===== src/rtl/abd_pkg.sv =====
// ----------------------------------------------------------------------------
// abd_pkg
// Shared constants, codes and controller/datapath interface types for the
// arcade board bus decoder.
// ----------------------------------------------------------------------------
package abd_pkg;

    // Memory map sizing
    localparam int ROM_BYTES       = 16384;
    localparam int ROM_ADDR_W      = $clog2(ROM_BYTES);
    localparam int RAM_DEPTH       = 4096;
    localparam int RAM_ADDR_W      = $clog2(RAM_DEPTH);
    localparam int BYTE_W          = 8;

    // Watchdog
    localparam int WATCHDOG_FRAMES = 16;
    localparam int FRAME_W         = 5;

    // Byte returned by unmapped space
    localparam logic [BYTE_W-1:0] UNMAPPED_BYTE = 8'hBF;

    // Request codes
    typedef enum logic [2:0] {
        FUNC_READ     = 3'd0,
        FUNC_WRITE    = 3'd1,
        FUNC_PORT     = 3'd2,
        FUNC_FRAME    = 3'd3,
        FUNC_ROM_LOAD = 3'd4
    } abd_func_t;

    // Configuration register indexes
    typedef enum logic [1:0] {
        CFG_DIP_ONE = 2'd0,
        CFG_DIP_TWO = 2'd1,
        CFG_WDOG_ON = 2'd2
    } abd_cfg_t;

    // Input window select, offset bits 7:6
    typedef enum logic [1:0] {
        IO_JOYSTICK = 2'd0,
        IO_START    = 2'd1,
        IO_DIP_ONE  = 2'd2,
        IO_DIP_TWO  = 2'd3
    } abd_io_sel_t;

    // Controller states
    typedef enum logic [1:0] {
        ST_CLEAR = 2'd0,
        ST_IDLE  = 2'd1,
        ST_EXEC  = 2'd2
    } abd_state_t;

    // Controller to datapath commands
    typedef struct packed {
        logic capture;     // take a request, start memory reads
        logic execute;     // apply updates, load the output register
        logic clear_step;  // write one work RAM entry of the clearing sweep
    } abd_cmd_t;

    // Datapath to controller status
    typedef struct packed {
        logic wdog_expire; // captured request expires the watchdog
        logic clear_last;  // clearing sweep is at its last entry
    } abd_status_t;

endpackage


===== src/rtl/abd_ctrl.sv =====
// ----------------------------------------------------------------------------
// abd_ctrl
// Controller: sequences request capture, execution and the work RAM
// clearing sweep, and owns the output valid flag.
// ----------------------------------------------------------------------------
module abd_ctrl (
    input  logic                 clk,
    input  logic                 rst_n,
    input  logic                 in_valid,
    output logic                 in_ready,
    output logic                 out_valid,
    input  logic                 out_ready,
    output abd_pkg::abd_cmd_t    cmd,
    input  abd_pkg::abd_status_t stat
);
    import abd_pkg::*;

    abd_state_t state_reg;
    abd_state_t state_next;
    logic       out_valid_reg;
    logic       out_valid_next;

    // State and output flag registers
    always_ff @(posedge clk or negedge rst_n)
    begin
        if (!rst_n)
        begin
            state_reg     <= ST_CLEAR;
            out_valid_reg <= 1'b0;
        end
        else
        begin
            state_reg     <= state_next;
            out_valid_reg <= out_valid_next;
        end
    end

    // Next state and commands
    always_comb
    begin
        state_next = state_reg;
        cmd        = '0;
        in_ready   = 1'b0;
        case (state_reg)
            ST_CLEAR:
            begin
                cmd.clear_step = 1'b1;
                if (stat.clear_last)
                begin
                    state_next = ST_IDLE;
                end
            end
            ST_IDLE:
            begin
                in_ready = 1'b1;
                if (in_valid)
                begin
                    cmd.capture = 1'b1;
                    state_next  = ST_EXEC;
                end
            end
            ST_EXEC:
            begin
                // finish only when the output register is free or draining
                if (!out_valid_reg || out_ready)
                begin
                    cmd.execute = 1'b1;
                    state_next  = stat.wdog_expire ? ST_CLEAR : ST_IDLE;
                end
            end
            default:
            begin
                state_next = ST_CLEAR;
            end
        endcase
    end

    // Output valid: set on execute, dropped when taken
    always_comb
    begin
        if (cmd.execute)
        begin
            out_valid_next = 1'b1;
        end
        else if (out_ready)
        begin
            out_valid_next = 1'b0;
        end
        else
        begin
            out_valid_next = out_valid_reg;
        end
    end

    assign out_valid = out_valid_reg;

`ifndef SYNTH
    // one request in flight at a time
    a_single_item: assert property (@(posedge clk) disable iff (!rst_n)
        (in_valid && in_ready) |=> !in_ready)
        else $error("abd_ctrl: request accepted while another is in flight");

    // a watchdog expiry starts the clearing sweep
    a_expire_clears: assert property (@(posedge clk) disable iff (!rst_n)
        (cmd.execute && stat.wdog_expire) |=> (cmd.clear_step && !in_ready))
        else $error("abd_ctrl: watchdog expiry did not start RAM clear");

    // every executed request produces a pending result
    a_exec_result: assert property (@(posedge clk) disable iff (!rst_n)
        cmd.execute |=> out_valid)
        else $error("abd_ctrl: executed request left no result");
`endif

endmodule


===== config.mk =====
export PLATFORM = sky130hd
export DESIGN_NAME = abd_ctrl
export DESIGN_NICKNAME = d
export VERILOG_FILES = /design/src/rtl/abd_pkg.sv /design/src/rtl/abd_ctrl.sv
export SDC_FILE = /design/constraint.sdc
export NUM_CORES = 1
export LEC_CHECK = 0
export ABC_AREA = 1
export BUFFER_PORTS_ARGS = -buffer_cell sky130_fd_sc_hd__buf_2
export CAP_MARGIN = 25
export CORE_AREA = 3 3 40 42
export DETAILED_ROUTE_END_ITERATION = 16
export DIE_AREA = 0 0 43 45
export PLACE_DENSITY = 0.38
export SLEW_MARGIN = 20
export SYNTH_ARGS = -nofsm -noshare
export SYNTH_HDL_FRONTEND = slang
export SYNTH_SLANG_ARGS = --single-unit

===== constraint.sdc =====
create_clock -name clk -period 1.3 [get_ports clk]
set_clock_uncertainty 0.1 [all_clocks]
set_input_delay 0.195 -clock clk [delete_from_list [all_inputs] [get_ports clk]]
set_output_delay 0.195 -clock clk [all_outputs]
set_load 0.03 [all_outputs]

==> flow_metrics.tcl, run 1 <==
set metrics [dict create \
    path_class "flop to output pin" \
    clk_pin_slew_ns 0.03 \
    start_util_pct 12.9 \
    rows 13 \
    synth_fa_ha_area_share_pct 0 \
    min_period_over_period_pct 104 \
    grt_pass1_vias 176 \
    ant_nets 0 \
    cts-root-buf "clkbuf_4" \
    crit_path_max_fanout 3 \
    r2r_cells 4 \
    wl_met1_um 116 \
    path_cells "inv_2 > nor2_4 > inv_2 > nor2_1 > buf_4" \
    via_count 177 \
    dp_hpwl_um 319 \
    top_layer "met3" \
    placed_area_um2 226 \
    largest_reg_flops 2 \
    pwr-share-comb_pct 56.3 \
    antenna_found_initial 0 \
    clkPwrFrac_pct 20.9 \
    grt_max_degree 5 \
    drv_cap 0 \
    synth-simple-area-share_pct 27.3 \
    setup_ws_ns -0.0537 \
    cts_sinks 3 \
    die_x_um 43 \
    synth-seq-cells 3 \
    holdPathStages 2 \
    arrival_ns 1.06 \
    h-tree-depth 1 \
    netlist_instances 24 \
    setup.worst_path.start_class "flop" \
    status "finished with violations" \
    pwr_density_cell_nw_per_um2 2660 \
    cts_buffer_depth 2 \
    slowest_stage "dfrtp_1" \
    hold_class "input port to flop" \
    synth_top_family_by_area "simple AND/OR/NAND/NOR gates" \
    power_switching_uw 363 \
    syn_avg_cell_area_um2 6.88 \
    report.power.total_uw 774 \
    fmax_ghz 0.739 \
    route.met2.wl_um 238 \
    overflow 0 \
    drtIter0Drc 0 \
    synth-xor-area-share_pct 0 \
    p_int_uw 411 \
    firstDrtPassIters 1 \
    die_h_um 45 \
    path_common_cell "inv_2" \
    swShare_pct 46.9 \
    routed_wl_um 378 \
    core-area_um2 1280 \
    synth_compound_area_share_pct 9.09 \
    slew_violations 0 \
    seq_area_frac_synth_pct 45.5 \
    diodes 0 \
    clock_latency_ns 0.23 \
    power.share.sequential_pct 22.8 \
    maxSlewHeadroom_pct 87.3 \
    wl_met3_um 23 \
    ir_worst_vdd_mv 0.474 \
    tightest_slew_ns 0.191 \
    cts_buffers 3 \
    numPortBuffers 10 \
    cts_tree "done" \
    fp.dieArea_um2 1940 \
    setup_viol 2 \
    syn_nets 30 \
    max_stage_delay_ns 0.37 \
    io_pins 11 \
    leakage_nw 0.155 \
    failed_checks "setup timing" \
    drt-vias-per-instance 3.34 \
    grt_setup_unrepaired "yes" \
    globalplace.congestion 0.653 \
    grt_usage_pct 4.51 \
    yosys_warnings 0 \
    cp.required_ns 1.00 \
    finalHoldViolations 0 \
    final_net_count 45 \
    area_growth_pct 75.8 \
    cp-end-kind "output pin" \
    grt_pass1_wl_um 565 \
    period_minus_slack_ns 1.35 \
    layout-drive-gt1-share_pct 50.0 \
    muxShareOfSynthArea_pct 0 \
    synth_area_um2 165 \
    drc 0 \
    fin_area_um2 290 \
    routedWlPerCell_um 7.13 \
    yosysUniqueCellTypes 9 \
]
[metrics by stage]
stage / worst slack (ns) / setup TNS [ns] / hold WS (ns) / instances / utilization (%)
after floorplan: 0.0161 / 0 / -0.201 / 24 / -
after global placement: 0.158 / 0 / -0.107 / 48 / 17.6
after detailed placement: 0.165 / 0 / -0.107 / 48 / 17.6
after CTS: -0.0634 / -0.125 / 0.0711 / 53 / 21.5
after global routing: -0.120 / -0.301 / 0.112 / 53 / 22.6
final: -0.0537 / -0.101 / 0.0711 / 53 / 22.6
[Yosys cell counts]
cell | number | share of area (%)
nor2_2 | 1 | 3.8
buf_4 | 1 | 4.5
nand2_1 | 5 | 11
nor2_1 | 4 | 9.1
o21ai_0 | 2 | 6.1
dfrtp_1 | 3 | 45
inv_1 | 6 | 14
nand3_1 | 1 | 3.0
a21oi_1 | 1 | 3.0
[placed cells by master, fill, tap and decap left out]
| cell | n |
|---|---|
| buf_2 | 6 |
| nand2_1 | 4 |
| nor2_1 | 3 |
| inv_2 | 3 |
| inv_1 | 3 |
| clkbuf_4 | 3 |
| dfrtp_1 | 3 |
| o21ai_0 | 2 |
| buf_4 | 2 |
| buf_6 | 2 |
| nand2_2 | 1 |
| nor2_2 | 1 |
| nor2_4 | 1 |
| a21oi_1 | 1 |
| nand3_1 | 1 |
| clkbuf_1 | 1 |
| dlygate4sd3_1 | 1 |
[power by group through the flow]
stage	Clock, mW	Combinational [mW]	Sequential, mW
final	0.162	0.435	0.177
after CTS	0.171	0.411	0.168
after global routing	0.173	0.467	0.184
after floorplan	0	0.240	0.195
after global placement	0	0.354	0.167
after detailed placement	0	0.354	0.167
[cell type report]
cell class                 instances  area (um2)
fill                             151         995
timing repair buffer              11        77.6
sequential                         3        75.1
multi-input combinational         14        70.1
clock buffer                       4        26.3
inverter                           6        22.5
tap                               15        18.8
[worst max-delay path: cells and delay by family, from the launching register on]
family                 cells  cell delay, ns
and+or+nand+nor            2            0.20
DFF                        1            0.37
buffers and inverters      3            0.27
[what timing repair did]
item / in CTS / in global routing
endpoints found under the hold margin: 3 / 0
gates cloned: 0 / 0
hold buffers: 1 / 0
gates resized for setup: 7 / 5
pin swaps: 0 / 3
setup endpoints to repair: 3 / 4
setup buffers: 0 / 0
[path summary, 6_finish.rpt]
check                                    startpoint                       end  slack [ns]
max                        state_reg[1]$_DFFE_PN0P_                    cmd[1]       -0.05
max in group asynchronous                     rst_n  state_reg[1]$_DFFE_PN0P_        0.81
min reg2reg                   out_valid$_DFFE_PN0P_     out_valid$_DFFE_PN0P_        0.46
max reg2reg                state_reg[0]$_DFFE_PN0P_  state_reg[0]$_DFFE_PN0P_        0.31
min                                       out_ready     out_valid$_DFFE_PN0P_        0.07
min in group asynchronous                     rst_n  state_reg[0]$_DFFE_PN0P_        0.19
[kinds of logic (layout without fill, tap and decap cells)]
family	after synthesis	in the layout
buf+inv	7	21
flops	3	3
compound gates	3	3
simple gates	11	11
[per-layer routing]
metal  global-route usage, %  vias to the layer above
met1                    2.67                       75
met4                    5.42                        0
met2                    8.08                        2
li1                        -                      100
met3                    2.79                        0
met5                       0                        -
(Power assumes the default switching activity.)
==> run 2: changes to the inputs <==
- ABC_AREA: 1 -> 0
- PLACE_DENSITY: 0.38 -> 0.37
- RECOVER_POWER: not set -> 50
==> run 2 against run 1 <==
The flow still finishes with violations (setup timing). Non-clock buffer count increased by 2. Total power increased by 6.5%. Synthesized cell count decreased by 33%. Critical path type unchanged. Highest routed layer unchanged.
==> flow_metrics.tcl, run 2 <==
set metrics [dict create \
    status "finished with violations" \
    failed_checks "setup timing" \
    die_x_um 43 \
    synth_area_um2 150 \
    critical_path_buf_inv_count 1 \
    hold_class "input port to flop" \
    antenna_found_initial 0 \
    setup_viol 3 \
    cts_sinks 3 \
    grt_max_degree 6 \
    seq_area_frac_synth_pct 50.0 \
    maxSlewHeadroom_pct 88.6 \
    core-area_um2 1280 \
    crit_path_max_fanout 5 \
    globalplace.congestion 0.655 \
    cp-end-kind "output pin" \
    drt-vias-per-instance 3.47 \
    synth-seq-cells 3 \
    path_class "flop to output pin" \
    synth_top_cells_by_area "dfrtp_1 50%, nand2b_1 8.3%, nor2b_2 5.8%, o2bb2ai_1 5.8%, and2b_1 5.0%" \
    multiInputGateArea_um2 86.3 \
    num-fill-cells 143 \
    ant_nets 0 \
    die_h_um 45 \
    dp_cells 40 \
    start_util_pct 11.7 \
    synth_top_area_share_pct 50.0 \
    diodes 0 \
    drc 0 \
    firstDrtPassIters 2 \
    yosys_warnings 0 \
    tightest_slew_ns 0.171 \
    clock_latency_ns 0.23 \
    ir_worst_vdd_mv 0.664 \
    final_cell_mix "5 x buf_2, 3 x clkbuf_4, 3 x buf_4, 3 x buf_6" \
    synth_edf_count 0 \
    finalSetupTns_ns -0.116 \
    syn_nets 22 \
    numPortBuffers 10 \
    overflow 0 \
    layout_commonest_cell "buf_2" \
    yosysUniqueCellTypes 11 \
    grt_pass1_wl_um 772 \
    finalHoldViolations 0 \
    slew_violations 0 \
    fp.dieArea_um2 1940 \
    h-tree-depth 1 \
    area_growth_pct 105 \
    pwr_density_cell_nw_per_um2 2680 \
    dp_hpwl_um 297 \
    layout-drive-gt1-share_pct 62.5 \
    cp.required_ns 1.00 \
    synth_top_area_cell "dfrtp_1" \
    regArea_um2 77.6 \
    min_period_over_period_pct 106 \
    setup.worst_path.start_class "flop" \
    setup_ws_ns -0.0782 \
    synth_commonest_cells "3 x dfrtp_1, 2 x nand2_1, 2 x nand2b_1, 2 x nor2_1" \
    grt_usage_pct 5.93 \
    drtIter0Drc 3 \
    cts_buffers 3 \
    cts_tree "done" \
    yosys.cell_count.top_type "dfrtp_1" \
    fmax_ghz 0.726 \
    synth_ff_type "dfrtp_1" \
    largest_reg_flops 2 \
    syn_avg_cell_area_um2 9.38 \
    fin_area_um2 308 \
    cts_buffer_depth 2 \
    grt_setup_unrepaired "yes" \
    critPathTopFamily "flip-flops" \
    period_minus_slack_ns 1.38 \
    netlist_instances 16 \
    async_flop_share_pct 100 \
    slowest_stage "dfrtp_2" \
    leakage_nw 0.161 \
    rows 13 \
    placed_area_um2 211 \
    arrival_ns 1.08 \
    drv_cap 0 \
    final_net_count 39 \
    routedWlPerCell_um 9.30 \
    max_stage_delay_ns 0.42 \
    dp_slack_ns 0.0607 \
    grt_pass1_vias 188 \
    instances_no_fill 47 \
    io_pins 11 \
    report.power.total_uw 824 \
    via_count 163 \
    path_cells "nand2b_4 > nor2b_4 > buf_6" \
    routed_wl_um 437 \
    cts-root-buf "clkbuf_4" \
    clk_pin_slew_ns 0.04 \
]
==> run 2: cell types whose count changed in the layout (fill, tap and decap cells not counted), moves of 2 or more <==
| cell | previous run | this run |
|---|---|---|
| inv_1 | 3 | 1 |
| dfrtp_2 | 0 | 2 |
| nand2_1 | 4 | 1 |
| nor2_1 | 3 | 1 |
| inv_2 | 3 | 0 |
| dfrtp_1 | 3 | 1 |
==> run 2: report_power, final <==
group	total [mW]	switching, mW	leakage (nW)	internal, mW
Combinational	0.466	0.252	0.111	0.214
Sequential	0.188	0.0474	0.0356	0.141
Clock	0.170	0.0545	0.0150	0.115
==> run 2: final cells by class <==
class | count | area share [%]
Timing Repair Buffer | 13 | 30.9
Tap cell | 15 | 6.10
Multi-Input combinational cell | 11 | 28.0
Sequential cell | 3 | 25.2
Clock buffer | 4 | 8.54
Inverter | 1 | 1.22
==> run 2: final timing paths <==
| path | startpoint | to | slack (ns) | cells past startpoint |
|---|---|---|---|---|
| min reg2reg | out_valid$_DFFE_PN0P_ | out_valid$_DFFE_PN0P_ | 0.45 | 2 |
| min in group asynchronous | rst_n | state_reg[1]$_DFFE_PN0P_ | 0.20 | 2 |
| max | state_reg[0]$_DFFE_PN0P_ | cmd[1] | -0.08 | 3 |
| max in group asynchronous | rst_n | state_reg[0]$_DFFE_PN0P_ | 0.73 | 2 |
| max reg2reg | state_reg[0]$_DFFE_PN0P_ | state_reg[0]$_DFFE_PN0P_ | 0.27 | 4 |
| min | stat[1] | state_reg[0]$_DFFE_PN0P_ | 0.12 | 3 |
==> run 2: worst reg2reg max path, cell delays in order, from the launching register on <==
cell,delay (ns)
dfrtp_2,0.42
buf_4,0.15
nand2_4,0.06
o21ai_0,0.08
o2bb2ai_1,0.15
==> run 2: repair_timing <==
item / CTS / global route
gates cloned: 0 / 0
hold buffers: 1 / 0
hold endpoints to repair: 3 / 0
setup endpoints to repair: 3 / 4
buffers inserted: 1 / 1
resized for setup: 8 / 7
==> run 2: metal layers <==
metal | wire length [um] | GRT usage [%]
met5 | 0 | 0
met2 | 177 | 7.49
met3 | 51 | 3.98
met4 | 0 | 5.42
met1 | 208 | 6.55
==> run 2: logic make-up after synthesis <==
family / synth area share, %
AO/OA/AOI/OAI: 13.3
AND/OR/NAND/NOR: 29.2
buffers and inverters: 7.50
flip-flops: 50.0
==> run 2: stage by stage <==
stage	hold WS, ns	utilization (%)
final	0.116	24.0
after global routing	0.133	24.0
after CTS	0.110	22.1
after detailed placement	-0.103	16.5
after global placement	-0.109	16.5
after floorplan	-0.201	-
